[config.mk]
export PLATFORM = sky130hd
export DESIGN_NAME = projection_skew_angle_search
export DESIGN_NICKNAME = d
export VERILOG_FILES = /design/src/hw/rtl/psas_pkg.sv /design/src/hw/rtl/psas_front.sv /design/src/hw/rtl/psas_div.sv /design/src/hw/rtl/psas_back.sv /design/src/hw/rtl/projection_skew_angle_search.sv
export SDC_FILE = /design/constraint.sdc
export NUM_CORES = 2
export LEC_CHECK = 0
export BUFFER_PORTS_ARGS = -buffer_cell sky130_fd_sc_hd__buf_4
export CORE_MARGIN = 2
export CORE_UTILIZATION = 55
export CTS_BUF_LIST = sky130_fd_sc_hd__clkbuf_8 sky130_fd_sc_hd__clkbuf_16
export DETAILED_ROUTE_END_ITERATION = 10
export PLACE_DENSITY = 0.71
export SLEW_MARGIN = 20
export SYNTH_ARGS = -nofsm -noshare
export SYNTH_HDL_FRONTEND = slang
export SYNTH_SLANG_ARGS = --single-unit
[constraint.sdc]
create_clock -name clock -period 9.2 [get_ports clock]
set_input_delay 2.76 -clock clock [delete_from_list [all_inputs] [get_ports clock]]
set_output_delay 2.76 -clock clock [all_outputs]
set_load 0.05 [all_outputs]
[src/hw/rtl/psas_pkg.sv]
`default_nettype none
package psas_pkg;

   localparam int MaxBinsDefault = 1024;
   localparam int GroupSize      = 5;

   localparam int BinW    = 16;
   localparam int CountW  = 16;
   localparam int AngleW  = 13;
   localparam int ScoreW  = 52;
   localparam int EnergyW = 48;
   localparam int GsumW   = 19;
   localparam int RatioW  = 32;
   localparam int DivNumW = 56;
   localparam int DivDenW = 48;

   localparam logic [1:0] CsrCenter = 2'd0;
   localparam logic [1:0] CsrDelta  = 2'd1;
   localparam logic [1:0] CsrStep   = 2'd2;

   typedef struct packed {
      logic [BinW-1:0]   bin_value;
      logic              last_bin;
      logic [CountW-1:0] element_count;
      logic              build_failed;
   } item_type;

   typedef struct packed {
      logic               start;
      logic [DivNumW-1:0] num;
      logic [DivDenW-1:0] den;
   } div_req_type;

   typedef struct packed {
      logic               done;
      logic [DivNumW-1:0] quo;
   } div_rsp_type;

endpackage
`default_nettype wire

[src/hw/rtl/psas_front.sv]
`default_nettype none
module psas_front (
   input  wire                       clock,
   input  wire                       reset,
   input  wire                       req_valid,
   output logic                      req_stall,
   input  wire  [15:0]               req_bin_value,
   input  wire                       req_last_bin,
   input  wire  [15:0]               req_element_count,
   input  wire                       req_build_failed,
   output logic                      q_valid,
   output psas_pkg::item_type        q_item,
   input  wire                       q_pop
);
   import psas_pkg::*;

   item_type   entry_ff [2];
   logic       wr_ptr_ff;
   logic       rd_ptr_ff;
   logic [1:0] fill_ff;
   logic       push;
   item_type   item_in;

   assign req_stall = (fill_ff == 2'd2);
   assign push      = req_valid && !req_stall;
   assign q_valid   = (fill_ff != 2'd0);
   assign q_item    = entry_ff[rd_ptr_ff];

   always_comb begin
      item_in.bin_value     = req_bin_value;
      item_in.last_bin      = req_last_bin;
      item_in.element_count = req_element_count;
      item_in.build_failed  = req_build_failed;
   end

   always_ff @(posedge clock) begin
      if (push) begin
         entry_ff[wr_ptr_ff] <= item_in;
      end
   end

   always_ff @(posedge clock) begin
      if (reset) begin
         wr_ptr_ff <= 1'b0;
         rd_ptr_ff <= 1'b0;
         fill_ff   <= 2'd0;
      end else begin
         if (push) wr_ptr_ff <= ~wr_ptr_ff;
         if (q_pop && q_valid) rd_ptr_ff <= ~rd_ptr_ff;
         unique case ({push, q_pop && q_valid})
            2'b10:   fill_ff <= fill_ff + 2'd1;
            2'b01:   fill_ff <= fill_ff - 2'd1;
            default: fill_ff <= fill_ff;
         endcase
      end
   end

endmodule
`default_nettype wire

[src/hw/rtl/psas_div.sv]
`default_nettype none
module psas_div (
   input  wire                       clock,
   input  wire                       reset,
   input  psas_pkg::div_req_type     div_req,
   output psas_pkg::div_rsp_type     div_rsp
);
   import psas_pkg::*;

   logic [DivDenW-1:0] rem_ff;
   logic [DivNumW-1:0] num_ff;
   logic [DivDenW-1:0] den_ff;
   logic [5:0]         cnt_ff;
   logic               busy_ff;
   logic               done_ff;
   logic [DivDenW:0]   rem_sh;
   logic [DivDenW:0]   rem_sub;
   logic               ge;

   // restoring divide, one quotient bit per cycle; remainder stays below den
   assign rem_sh  = {rem_ff, num_ff[DivNumW-1]};
   assign rem_sub = rem_sh - {1'b0, den_ff};
   assign ge      = (rem_sh >= {1'b0, den_ff});

   assign div_rsp.done = done_ff;
   assign div_rsp.quo  = num_ff;

   always_ff @(posedge clock) begin
      if (reset) begin
         busy_ff <= 1'b0;
         done_ff <= 1'b0;
         cnt_ff  <= '0;
      end else begin
         done_ff <= 1'b0;
         if (div_req.start) begin
            busy_ff <= 1'b1;
            cnt_ff  <= 6'(DivNumW - 1);
            rem_ff  <= '0;
            num_ff  <= div_req.num;
            den_ff  <= div_req.den;
         end else if (busy_ff) begin
            rem_ff <= ge ? rem_sub[DivDenW-1:0] : rem_sh[DivDenW-1:0];
            num_ff <= {num_ff[DivNumW-2:0], ge};
            if (cnt_ff == 6'd0) begin
               busy_ff <= 1'b0;
               done_ff <= 1'b1;
            end else begin
               cnt_ff <= cnt_ff - 6'd1;
            end
         end
      end
   end

endmodule
`default_nettype wire

[src/hw/rtl/psas_back.sv]
`default_nettype none
module psas_back #(
   parameter int MAX_BINS = psas_pkg::MaxBinsDefault
) (
   input  wire                       clock,
   input  wire                       reset,
   input  wire                       csr_we,
   input  wire  [1:0]                csr_index,
   input  wire  [11:0]               csr_wdata,
   input  wire                       q_valid,
   input  psas_pkg::item_type        q_item,
   output logic                      q_pop,
   output psas_pkg::div_req_type     div_req,
   input  psas_pkg::div_rsp_type     div_rsp,
   output logic                      rsp_valid,
   input  wire                       rsp_stall,
   output logic [12:0]               rsp_best_skew,
   output logic [47:0]               rsp_group_energy,
   output logic [31:0]               rsp_row_length,
   output logic [31:0]               rsp_row_count,
   output logic                      rsp_failure
);
   import psas_pkg::*;

   localparam int IdxW = $clog2(MAX_BINS + 1);

   typedef enum logic [3:0] {
      S_IDLE, S_MUL, S_ACC, S_SQ, S_ENG, S_CMP,
      S_DIV1, S_WAIT1, S_SQC, S_DIV2, S_WAIT2, S_EMIT
   } state_type;

   state_type            state_ff;
   logic [11:0]          center_ff;
   logic [9:0]           delta_ff;
   logic [7:0]           step_ff;
   logic                 restart_ff;
   item_type             item_ff;
   logic [BinW-1:0]      prev0_ff, prev1_ff;
   logic [IdxW-1:0]      idx_ff;
   logic [2:0]           gpos_ff;
   logic [ScoreW-1:0]    score_ff, best_score_ff;
   logic [GsumW-1:0]     gsum_ff;
   logic [EnergyW-1:0]   energy_ff, best_energy_ff;
   logic [AngleW-1:0]    angle_ff, first_ff, last_ff;
   logic [CountW-1:0]    best_count_ff;
   logic [31:0]          sq_ff, pr0_ff, pr1_ff, cnt2_ff;
   logic [37:0]          gsq_ff;
   logic                 w4_ff, inr_ff, close_ff, fail_ff;
   logic [RatioW-1:0]    len_ff;
   logic                 rsp_valid_ff;

   logic [AngleW-1:0]    start_angle;
   logic [AngleW:0]      end_angle;
   logic [AngleW:0]      angle_next;
   logic [7:0]           step_eff;
   logic [AngleW:0]      mid_sum;
   logic [AngleW:0]      mid_adj;
   logic                 in_range;
   logic [ScoreW-1:0]    score_in;
   logic [RatioW-1:0]    ratio_in;
   logic                 emit_go;

   assign start_angle = AngleW'($signed({center_ff[11], center_ff}) - $signed({3'b000, delta_ff}));
   assign end_angle   = (AngleW+1)'($signed({{2{center_ff[11]}}, center_ff})
                                    + $signed({4'b0000, delta_ff}));
   assign step_eff    = (step_ff == 8'd0) ? 8'd1 : step_ff;
   assign angle_next  = {angle_ff[AngleW-1], angle_ff} + {6'd0, step_eff};
   assign mid_sum     = {first_ff[AngleW-1], first_ff} + {last_ff[AngleW-1], last_ff};
   // halve toward zero: add one to negative sums before the shift
   assign mid_adj     = mid_sum + {{AngleW{1'b0}}, mid_sum[AngleW]};
   assign in_range    = (idx_ff < IdxW'(MAX_BINS));
   assign score_in    = score_ff + ScoreW'({sq_ff, 3'b000}) + ScoreW'({sq_ff, 1'b0})
                        + (w4_ff ? ScoreW'({pr0_ff, 2'b00}) : ScoreW'({pr0_ff, 3'b000}))
                        + ScoreW'({pr1_ff, 1'b0}) + ScoreW'(pr1_ff);
   assign ratio_in    = (div_req.den == '0 || div_rsp.quo[DivNumW-1:RatioW] != '0)
                        ? '1 : div_rsp.quo[RatioW-1:0];
   assign emit_go     = (state_ff == S_EMIT) && (!rsp_valid_ff || !rsp_stall);

   assign q_pop     = (state_ff == S_IDLE) && q_valid;
   assign rsp_valid = rsp_valid_ff;

   always_comb begin
      div_req.start = (state_ff == S_DIV1) || (state_ff == S_DIV2);
      if (state_ff == S_DIV1 || state_ff == S_WAIT1) begin
         div_req.num = {best_energy_ff, 8'd0};
         div_req.den = DivDenW'(best_count_ff);
      end else begin
         div_req.num = DivNumW'({cnt2_ff, 8'd0});
         div_req.den = best_energy_ff;
      end
   end

   always_ff @(posedge clock) begin
      if (reset) begin
         state_ff       <= S_IDLE;
         center_ff      <= '0;
         delta_ff       <= '0;
         step_ff        <= 8'd1;
         restart_ff     <= 1'b0;
         rsp_valid_ff   <= 1'b0;
         prev0_ff       <= '0;
         prev1_ff       <= '0;
         idx_ff         <= '0;
         gpos_ff        <= '0;
         score_ff       <= '0;
         gsum_ff        <= '0;
         energy_ff      <= '0;
         angle_ff       <= '0;
         first_ff       <= '0;
         last_ff        <= '0;
         best_score_ff  <= '0;
         best_energy_ff <= '0;
         best_count_ff  <= '0;
      end else begin
         restart_ff <= 1'b0;
         if (csr_we) begin
            unique case (csr_index)
               CsrCenter: begin center_ff <= csr_wdata;       restart_ff <= 1'b1; end
               CsrDelta:  begin delta_ff  <= csr_wdata[9:0];  restart_ff <= 1'b1; end
               CsrStep:   begin step_ff   <= csr_wdata[7:0];  restart_ff <= 1'b1; end
               default:   ;
            endcase
         end
         if (rsp_valid_ff && !rsp_stall && !emit_go) rsp_valid_ff <= 1'b0;

         unique case (state_ff)
            S_IDLE: begin
               if (q_valid) begin
                  item_ff  <= q_item;
                  fail_ff  <= q_item.build_failed;
                  state_ff <= q_item.build_failed ? S_EMIT : S_MUL;
               end
            end
            S_MUL: begin
               sq_ff    <= 32'(item_ff.bin_value) * 32'(item_ff.bin_value);
               pr0_ff   <= 32'(item_ff.bin_value) * 32'(prev0_ff);
               pr1_ff   <= 32'(item_ff.bin_value) * 32'(prev1_ff);
               w4_ff    <= (idx_ff == IdxW'(1)) || item_ff.last_bin;
               inr_ff   <= in_range;
               close_ff <= in_range && (gpos_ff == 3'(GroupSize - 1));
               if (in_range) begin
                  prev1_ff <= prev0_ff;
                  prev0_ff <= item_ff.bin_value;
                  idx_ff   <= idx_ff + IdxW'(1);
                  gsum_ff  <= gsum_ff + GsumW'(item_ff.bin_value);
                  gpos_ff  <= (gpos_ff == 3'(GroupSize - 1)) ? 3'd0 : gpos_ff + 3'd1;
               end
               state_ff <= S_ACC;
            end
            S_ACC: begin
               if (inr_ff) score_ff <= score_in;
               state_ff <= (close_ff || item_ff.last_bin) ? S_SQ : S_IDLE;
            end
            S_SQ: begin
               gsq_ff   <= 38'(gsum_ff) * 38'(gsum_ff);
               state_ff <= S_ENG;
            end
            S_ENG: begin
               energy_ff <= energy_ff + EnergyW'(gsq_ff);
               gsum_ff   <= '0;
               state_ff  <= item_ff.last_bin ? S_CMP : S_IDLE;
            end
            S_CMP: begin
               if (score_ff >= best_score_ff) begin
                  last_ff <= angle_ff;
                  if (score_ff > best_score_ff) first_ff <= angle_ff;
                  best_score_ff  <= score_ff;
                  best_energy_ff <= energy_ff;
                  best_count_ff  <= item_ff.element_count;
               end
               prev0_ff  <= '0;
               prev1_ff  <= '0;
               idx_ff    <= '0;
               gpos_ff   <= '0;
               score_ff  <= '0;
               gsum_ff   <= '0;
               energy_ff <= '0;
               angle_ff  <= angle_next[AngleW-1:0];
               state_ff  <= ($signed(angle_next) > $signed(end_angle)) ? S_DIV1 : S_IDLE;
            end
            S_DIV1:  state_ff <= S_WAIT1;
            S_WAIT1: begin
               if (div_rsp.done) begin
                  len_ff   <= ratio_in;
                  state_ff <= S_SQC;
               end
            end
            S_SQC: begin
               cnt2_ff  <= 32'(best_count_ff) * 32'(best_count_ff);
               state_ff <= S_DIV2;
            end
            S_DIV2:  state_ff <= S_WAIT2;
            S_WAIT2: begin
               if (div_rsp.done) begin
                  rsp_row_count <= ratio_in;
                  state_ff      <= S_EMIT;
               end
            end
            S_EMIT: begin
               if (emit_go) begin
                  rsp_valid_ff     <= 1'b1;
                  rsp_failure      <= fail_ff;
                  rsp_best_skew    <= fail_ff ? '0 : mid_adj[AngleW:1];
                  rsp_group_energy <= fail_ff ? '0 : best_energy_ff;
                  rsp_row_length   <= fail_ff ? '0 : len_ff;
                  if (fail_ff) rsp_row_count <= '0;
                  state_ff <= S_IDLE;
               end
            end
            default: state_ff <= S_IDLE;
         endcase

         // new sweep after a result or a register write
         if (emit_go || restart_ff) begin
            prev0_ff       <= '0;
            prev1_ff       <= '0;
            idx_ff         <= '0;
            gpos_ff        <= '0;
            score_ff       <= '0;
            gsum_ff        <= '0;
            energy_ff      <= '0;
            angle_ff       <= start_angle;
            first_ff       <= start_angle;
            last_ff        <= start_angle;
            best_score_ff  <= '0;
            best_energy_ff <= '0;
            best_count_ff  <= '0;
         end
      end
   end

   a_idx_bound: assert property (@(posedge clock) disable iff (reset)
      idx_ff <= IdxW'(MAX_BINS))
      else $error("bin index beyond limit");

   a_div_idle: assert property (@(posedge clock) disable iff (reset)
      state_ff == S_IDLE |-> !div_rsp.done)
      else $error("divider finished outside a wait");

   a_fail_zero: assert property (@(posedge clock) disable iff (reset)
      rsp_valid_ff && rsp_failure |-> rsp_group_energy == '0 && rsp_best_skew == '0)
      else $error("failure result carries data");

   a_emit: assert property (@(posedge clock) disable iff (reset)
      emit_go |=> state_ff == S_IDLE && rsp_valid_ff && idx_ff == '0)
      else $error("result load did not restart sweep");

endmodule
`default_nettype wire

[src/hw/rtl/projection_skew_angle_search.sv]
`default_nettype none
// Back end: a bin passes S_IDLE, S_MUL and S_ACC; one that closes a group of five or
// ends the histogram adds S_SQ and S_ENG (group-sum square, energy add), the last bin
// S_CMP (end-of-histogram compare). After the final angle two 56-step shift-subtract divisions run.
// Throughput is set by the back-end sequencer; a 2-entry queue decouples input.
// Synchronous active-high reset: center 0, delta 0, step 1, sweep at angle 0.
module projection_skew_angle_search #(
   parameter int MAX_BINS = psas_pkg::MaxBinsDefault
) (
   input  wire         clock,
   input  wire         reset,
   input  wire         csr_we,
   input  wire  [1:0]  csr_index,
   input  wire  [11:0] csr_wdata,
   input  wire         req_valid,
   output logic        req_stall,
   input  wire  [15:0] req_bin_value,
   input  wire         req_last_bin,
   input  wire  [15:0] req_element_count,
   input  wire         req_build_failed,
   output logic        rsp_valid,
   input  wire         rsp_stall,
   output logic [12:0] rsp_best_skew,
   output logic [47:0] rsp_group_energy,
   output logic [31:0] rsp_row_length,
   output logic [31:0] rsp_row_count,
   output logic        rsp_failure
);
   import psas_pkg::*;

   logic        q_valid;
   item_type    q_item;
   logic        q_pop;
   div_req_type div_req;
   div_rsp_type div_rsp;

   psas_front u_front (
      .clock, .reset,
      .req_valid, .req_stall, .req_bin_value, .req_last_bin,
      .req_element_count, .req_build_failed,
      .q_valid, .q_item, .q_pop
   );

   psas_div u_div (
      .clock, .reset, .div_req, .div_rsp
   );

   psas_back #(.MAX_BINS(MAX_BINS)) u_back (
      .clock, .reset,
      .csr_we, .csr_index, .csr_wdata,
      .q_valid, .q_item, .q_pop,
      .div_req, .div_rsp,
      .rsp_valid, .rsp_stall, .rsp_best_skew, .rsp_group_energy,
      .rsp_row_length, .rsp_row_count, .rsp_failure
   );

endmodule
`default_nettype wire
==> run summary <==
The run finished with clean final reports. The number of rows created at floorplan came out at 148. For this design, the slowest cell found on the critical path is sky130_fd_sc_hd__edfxtp_1. The clock net sink count is between 900 and 1000. The initial DRC count came out at ~4800.

The first-pass iteration count of the detailed router is 6. The power density over cell area is between 300 and 400 nW/um2. The relative max-transition margin came out at 0.2781. The shortest period the worst path allows came out at between 7 and 8 ns.

The sum of negative setup slack came out at 0 ns. The element type at the critical path end is a register. In the final layout, the share of cells above drive strength 1 is 0.06308. At the end of routability-driven placement, the weighted congestion stood at between 0.9 and 1. The worst hold slack came out at around 0.47 ns. The number of pins exceeding their max-slew limit in the final report is 0. The I/O pin count came out at 181.

The library cell used most frequently in the layout, excluding fill and tap cells, is sky130_fd_sc_hd__inv_1. Leaving out fill and tap cells, the most frequent cells in the layout are 1535 x sky130_fd_sc_hd__inv_1, 1095 x sky130_fd_sc_hd__fa_1, 955 x sky130_fd_sc_hd__nand2_1. Summed over all nets, the half-perimeter wirelength after detailed placement is approximately 170000 um. The CTS tree is built.

The delay of the slowest cell on the worst path is ~1.0 ns. Along the worst path, the maximum fanout reaches 22. The cell repeated most along the worst path is sky130_fd_sc_hd__fa_1. The clock latency on the worst-skew pair came out at about 0.74 ns.

The number of nets produced by synthesis came out at roughly 11000. The number of buffer cells added on primary ports came out at 180. The data required time of the worst path is approximately 9.7 ns. The via count came out at approximately 64000. The synthesized netlist occupies a cell area of roughly 90000 um2. CTS placed an instance of sky130_fd_sc_hd__clkbuf_16 at the clock tree root. The path class of the lowest-slack min-delay path is reg -> reg. The hold buffer count at CTS is 0. The detail-routed net length per standard cell came out at about 19 um.

The number of buffers created by CTS is between 100 and 150. The actual transition at the worst max-transition pin came out at approximately 1.1 ns. After floorplanning, the core was sized to cover about 160000 um2.

The clock-pin slew of the registers on the worst-case setup and hold paths is about 0.06 ns. The distinct cell type count after synthesis is 92. The slack of the worst reg-to-reg path is ~1.7 ns. The worst-case clock skew is 0.04494 ns. The ratio of final minimum period to clock period came out at 0.8120. The floorplan step set the die width to roughly 400 um. The number of synthesized register bits came out at ~950.

The maximum number of pins on one net before global-route repair came out at 111. The number of violations of the max-capacitance limit came out at 0. The buffer levels on the longest clock path came out at 3.

The number of synthesized flops with an enable pin came out at 578. Counting tap cells, the placed design contains a total of about 11000 instances. The number of nets still failing antenna checks after routing came out at 0. The post-synthesis average cell area came out at between 9 and 10 um2. The total setup buffers inserted after CTS came out at 0. The number of vias per cell after detailed routing came out at approximately 5.6.

The number of remaining DRC errors came out at 0. Compared with the post-synthesis result, the final layout area differs by 7.756%. In this run the static leakage power is 46.20 nW. The async set-or-reset flop fraction in the synthesized netlist came out at 0.

The die is 408.4 um tall. The number of instances in the synthesized netlist is 9190. The initial antenna violation count came out at 7. Setup repair after global routing left no endpoint under its margin. STA classifies the critical path startpoint as a register.

The worst path buffer plus inverter count came out at 4. The synthesis warning total came out at 0. The design draws between 30 and 40 mW. The arrival time at the worst endpoint is ~8.0 ns.

By startpoint and endpoint, the worst setup path is classified as reg -> reg. The final hold violation count was 0. The kind of cell adding the most delay to the critical path is adder cells.

The deepest level of the CTS H-tree came out at 3. The count of non-filler cells in the finished layout came out at between 10000 and 15000. Of the synthesized area, sequential elements account for 0.2751.

The worst vdd rail ir drop is between 2 and 2.5 mV. The number of failing setup endpoints in the final timing report is 0. The post-route standard cell area excluding fillers came out at about 97000 um2. The signal on the critical path passes through buf_4 > nand2_1 > fa_1 > inv_1 > fa_1 > fa_1 > fa_1 > fa_1 > inv_1 > fa_1 > inv_1 > ha_1 > a21o_1 > a21oi_1 > nand2_1 > o211ai_1 > o22ai_1 > o41ai_1 > o21ai_0 > a21oi_1 > xnor2_1. In the synthesized netlist the dominant register cell turns out to be sky130_fd_sc_hd__edfxtp_1.

The remaining global-route overflow is 0. The first-pass GRT wire length is between 300000 and 400000 um. The number of resized instances in the post-cts repair step is 0. The cell area after placement is roughly 93000 um2. The initial utilization of the core area, before any placement, comes to 0.5533.

The floorplan die area came out at approximately 170000 um2. For this run, the top clock speed supported by timing is between 0.1 and 0.15 GHz. Summed over all layers, the routed wires come to about 220000 um.

The global routing usage summed across all routing layers is 0.2692. The number of global-route vias before repair is about 67000. For this run, the post-layout net count is approximately 11000.
[metal layers]
layer / up-vias / track usage / routed length, um / part of all wire
li1: 29820 / - / - / -
met2: 2095 / 0.4469 / 105600 / 0.47
met1: 31920 / 0.3639 / 94370 / 0.42
met3: 418 / 0.04138 / 15710 / 0.071
met4: 0 / 0.08360 / 6741 / 0.030
met5: - / 0 / 0 / 0
[cell families after synthesis]
logic type,count (synthesis),share of synthesized area
AO/OA/AOI/OAI,1253,0.09051
XOR/XNOR,342,0.03330
adder cells (fa/ha/maj),1884,0.3534
buffers and inverters,1907,0.08095
flip-flops,947,0.2751
multiplexers,267,0.03066
AND/OR/NAND/NOR,2590,0.1361
[cells in the mapped netlist (10+ instances only)]
| cell type | count | share of area |
|---|---|---|
| sky130_fd_sc_hd__a211oi_1 | 29 | 0.0024 |
| sky130_fd_sc_hd__a21boi_0 | 24 | 0.0020 |
| sky130_fd_sc_hd__a21o_1 | 170 | 0.014 |
| sky130_fd_sc_hd__a21oi_1 | 408 | 0.023 |
| sky130_fd_sc_hd__a22o_1 | 38 | 0.0037 |
| sky130_fd_sc_hd__a311oi_1 | 13 | 0.0013 |
| sky130_fd_sc_hd__a31o_2 | 13 | 0.0013 |
| sky130_fd_sc_hd__a31oi_1 | 67 | 0.0047 |
| sky130_fd_sc_hd__and2_1 | 425 | 0.030 |
| sky130_fd_sc_hd__and3_1 | 54 | 0.0038 |
| sky130_fd_sc_hd__and4_1 | 14 | 0.0014 |
| sky130_fd_sc_hd__buf_1 | 30 | 0.0013 |
| sky130_fd_sc_hd__buf_2 | 17 | 0.00095 |
| sky130_fd_sc_hd__buf_4 | 10 | 0.00083 |
| sky130_fd_sc_hd__clkbuf_1 | 319 | 0.013 |
| sky130_fd_sc_hd__dfxtp_1 | 369 | 0.082 |
| sky130_fd_sc_hd__edfxtp_1 | 578 | 0.19 |
| sky130_fd_sc_hd__fa_1 | 1095 | 0.24 |
| sky130_fd_sc_hd__ha_1 | 789 | 0.11 |
| sky130_fd_sc_hd__inv_1 | 1521 | 0.063 |
| sky130_fd_sc_hd__mux2_2 | 68 | 0.0085 |
| sky130_fd_sc_hd__mux2i_1 | 199 | 0.022 |
| sky130_fd_sc_hd__nand2_1 | 959 | 0.040 |
| sky130_fd_sc_hd__nand2b_1 | 68 | 0.0047 |
| sky130_fd_sc_hd__nand3_1 | 139 | 0.0077 |
| sky130_fd_sc_hd__nand4_1 | 43 | 0.0030 |
| sky130_fd_sc_hd__nor2_1 | 571 | 0.024 |
| sky130_fd_sc_hd__nor2b_1 | 128 | 0.0089 |
| sky130_fd_sc_hd__nor3_1 | 68 | 0.0038 |
| sky130_fd_sc_hd__nor3b_1 | 14 | 0.0012 |
| sky130_fd_sc_hd__nor4_1 | 30 | 0.0021 |
| sky130_fd_sc_hd__o211ai_1 | 17 | 0.0014 |
| sky130_fd_sc_hd__o21a_1 | 71 | 0.0059 |
| sky130_fd_sc_hd__o21ai_0 | 187 | 0.010 |
| sky130_fd_sc_hd__o21bai_1 | 51 | 0.0043 |
| sky130_fd_sc_hd__o22ai_1 | 10 | 0.00070 |
| sky130_fd_sc_hd__o311ai_0 | 11 | 0.0011 |
| sky130_fd_sc_hd__o31ai_1 | 28 | 0.0023 |
| sky130_fd_sc_hd__or2_2 | 17 | 0.0012 |
| sky130_fd_sc_hd__or3_1 | 22 | 0.0015 |
| sky130_fd_sc_hd__or4_1 | 18 | 0.0015 |
| sky130_fd_sc_hd__xnor2_1 | 234 | 0.023 |
| sky130_fd_sc_hd__xor2_1 | 108 | 0.011 |
[flip-flops by register name, indices dropped and copies added, names as in the netlist, 33 cells and up, named ones only]
signal / flops
u_front.entry_ff: 68
u_div.num_ff: 56
u_back.best_score_ff: 52
u_back.score_ff: 52
u_back.best_energy_ff: 48
u_back.energy_ff: 48
u_back.rsp_group_energy: 48
u_div.den_ff: 48
u_div.rem_ff: 48
u_back.gsq_ff: 37
u_back.item_ff: 33
[worst register-to-register path, cell delays in order (launching register included)]
cell,delay (ns)
sky130_fd_sc_hd__edfxtp_1,1.01
sky130_fd_sc_hd__buf_4,0.43
sky130_fd_sc_hd__nand2_1,0.14
sky130_fd_sc_hd__fa_1,0.59
sky130_fd_sc_hd__inv_1,0.06
sky130_fd_sc_hd__fa_1,0.49
sky130_fd_sc_hd__fa_1,0.57
sky130_fd_sc_hd__fa_1,0.43
sky130_fd_sc_hd__fa_1,0.49
sky130_fd_sc_hd__inv_1,0.05
sky130_fd_sc_hd__fa_1,0.49
sky130_fd_sc_hd__inv_1,0.05
sky130_fd_sc_hd__ha_1,0.36
sky130_fd_sc_hd__a21o_1,0.19
sky130_fd_sc_hd__a21oi_1,0.18
sky130_fd_sc_hd__nand2_1,0.09
sky130_fd_sc_hd__o211ai_1,0.23
sky130_fd_sc_hd__o22ai_1,0.15
sky130_fd_sc_hd__o41ai_1,0.61
sky130_fd_sc_hd__o21ai_0,0.31
sky130_fd_sc_hd__a21oi_1,0.22
sky130_fd_sc_hd__xnor2_1,0.08
[worst paths after layout]
check | from | endpoint | cells past startpoint
hold / removal | u_back.gpos_ff[1] | u_back.gpos_ff[1] | 2
setup reg to reg | u_back.item_ff[27] | u_back.pr1_ff[30] | 21
setup / recovery | u_back.item_ff[27] | u_back.pr1_ff[30] | 21
hold reg to reg | u_back.gpos_ff[1] | u_back.gpos_ff[1] | 2
[where the power goes]
group / internal [mW] / total [mW] / leakage, nW / switching [mW]
Sequential: 5.59 / 6.12 / 8.28 / 0.535
Clock: 2.50 / 4.33 / 1.75 / 1.83
Combinational: 9.65 / 24.6 / 36.2 / 14.9
[metrics by stage]
| step | setup WS [ns] | utilization |
|---|---|---|
| 2_1_floorplan | 0.9225 | - |
| 3_3_place_gp | 1.915 | 0.5743 |
| 5_1_grt | 1.417 | 0.5961 |
| 6_report | 1.730 | 0.5962 |
| 4_1_cts | 1.829 | 0.5960 |
| 3_5_place_dp | 1.882 | 0.5743 |
[layout make-up]
cell class,count,area (um2)
Fill cell,13650,65660
Clock inverter,83,825.8
Multi-Input combinational cell,6336,58110
Timing Repair Buffer,273,2087
Inverter,1525,5724
Tap cell,2175,2721
Clock buffer,110,2708
Antenna cell,4,10.01
Sequential cell,947,24750
Power figures use the tool's default switching activity.
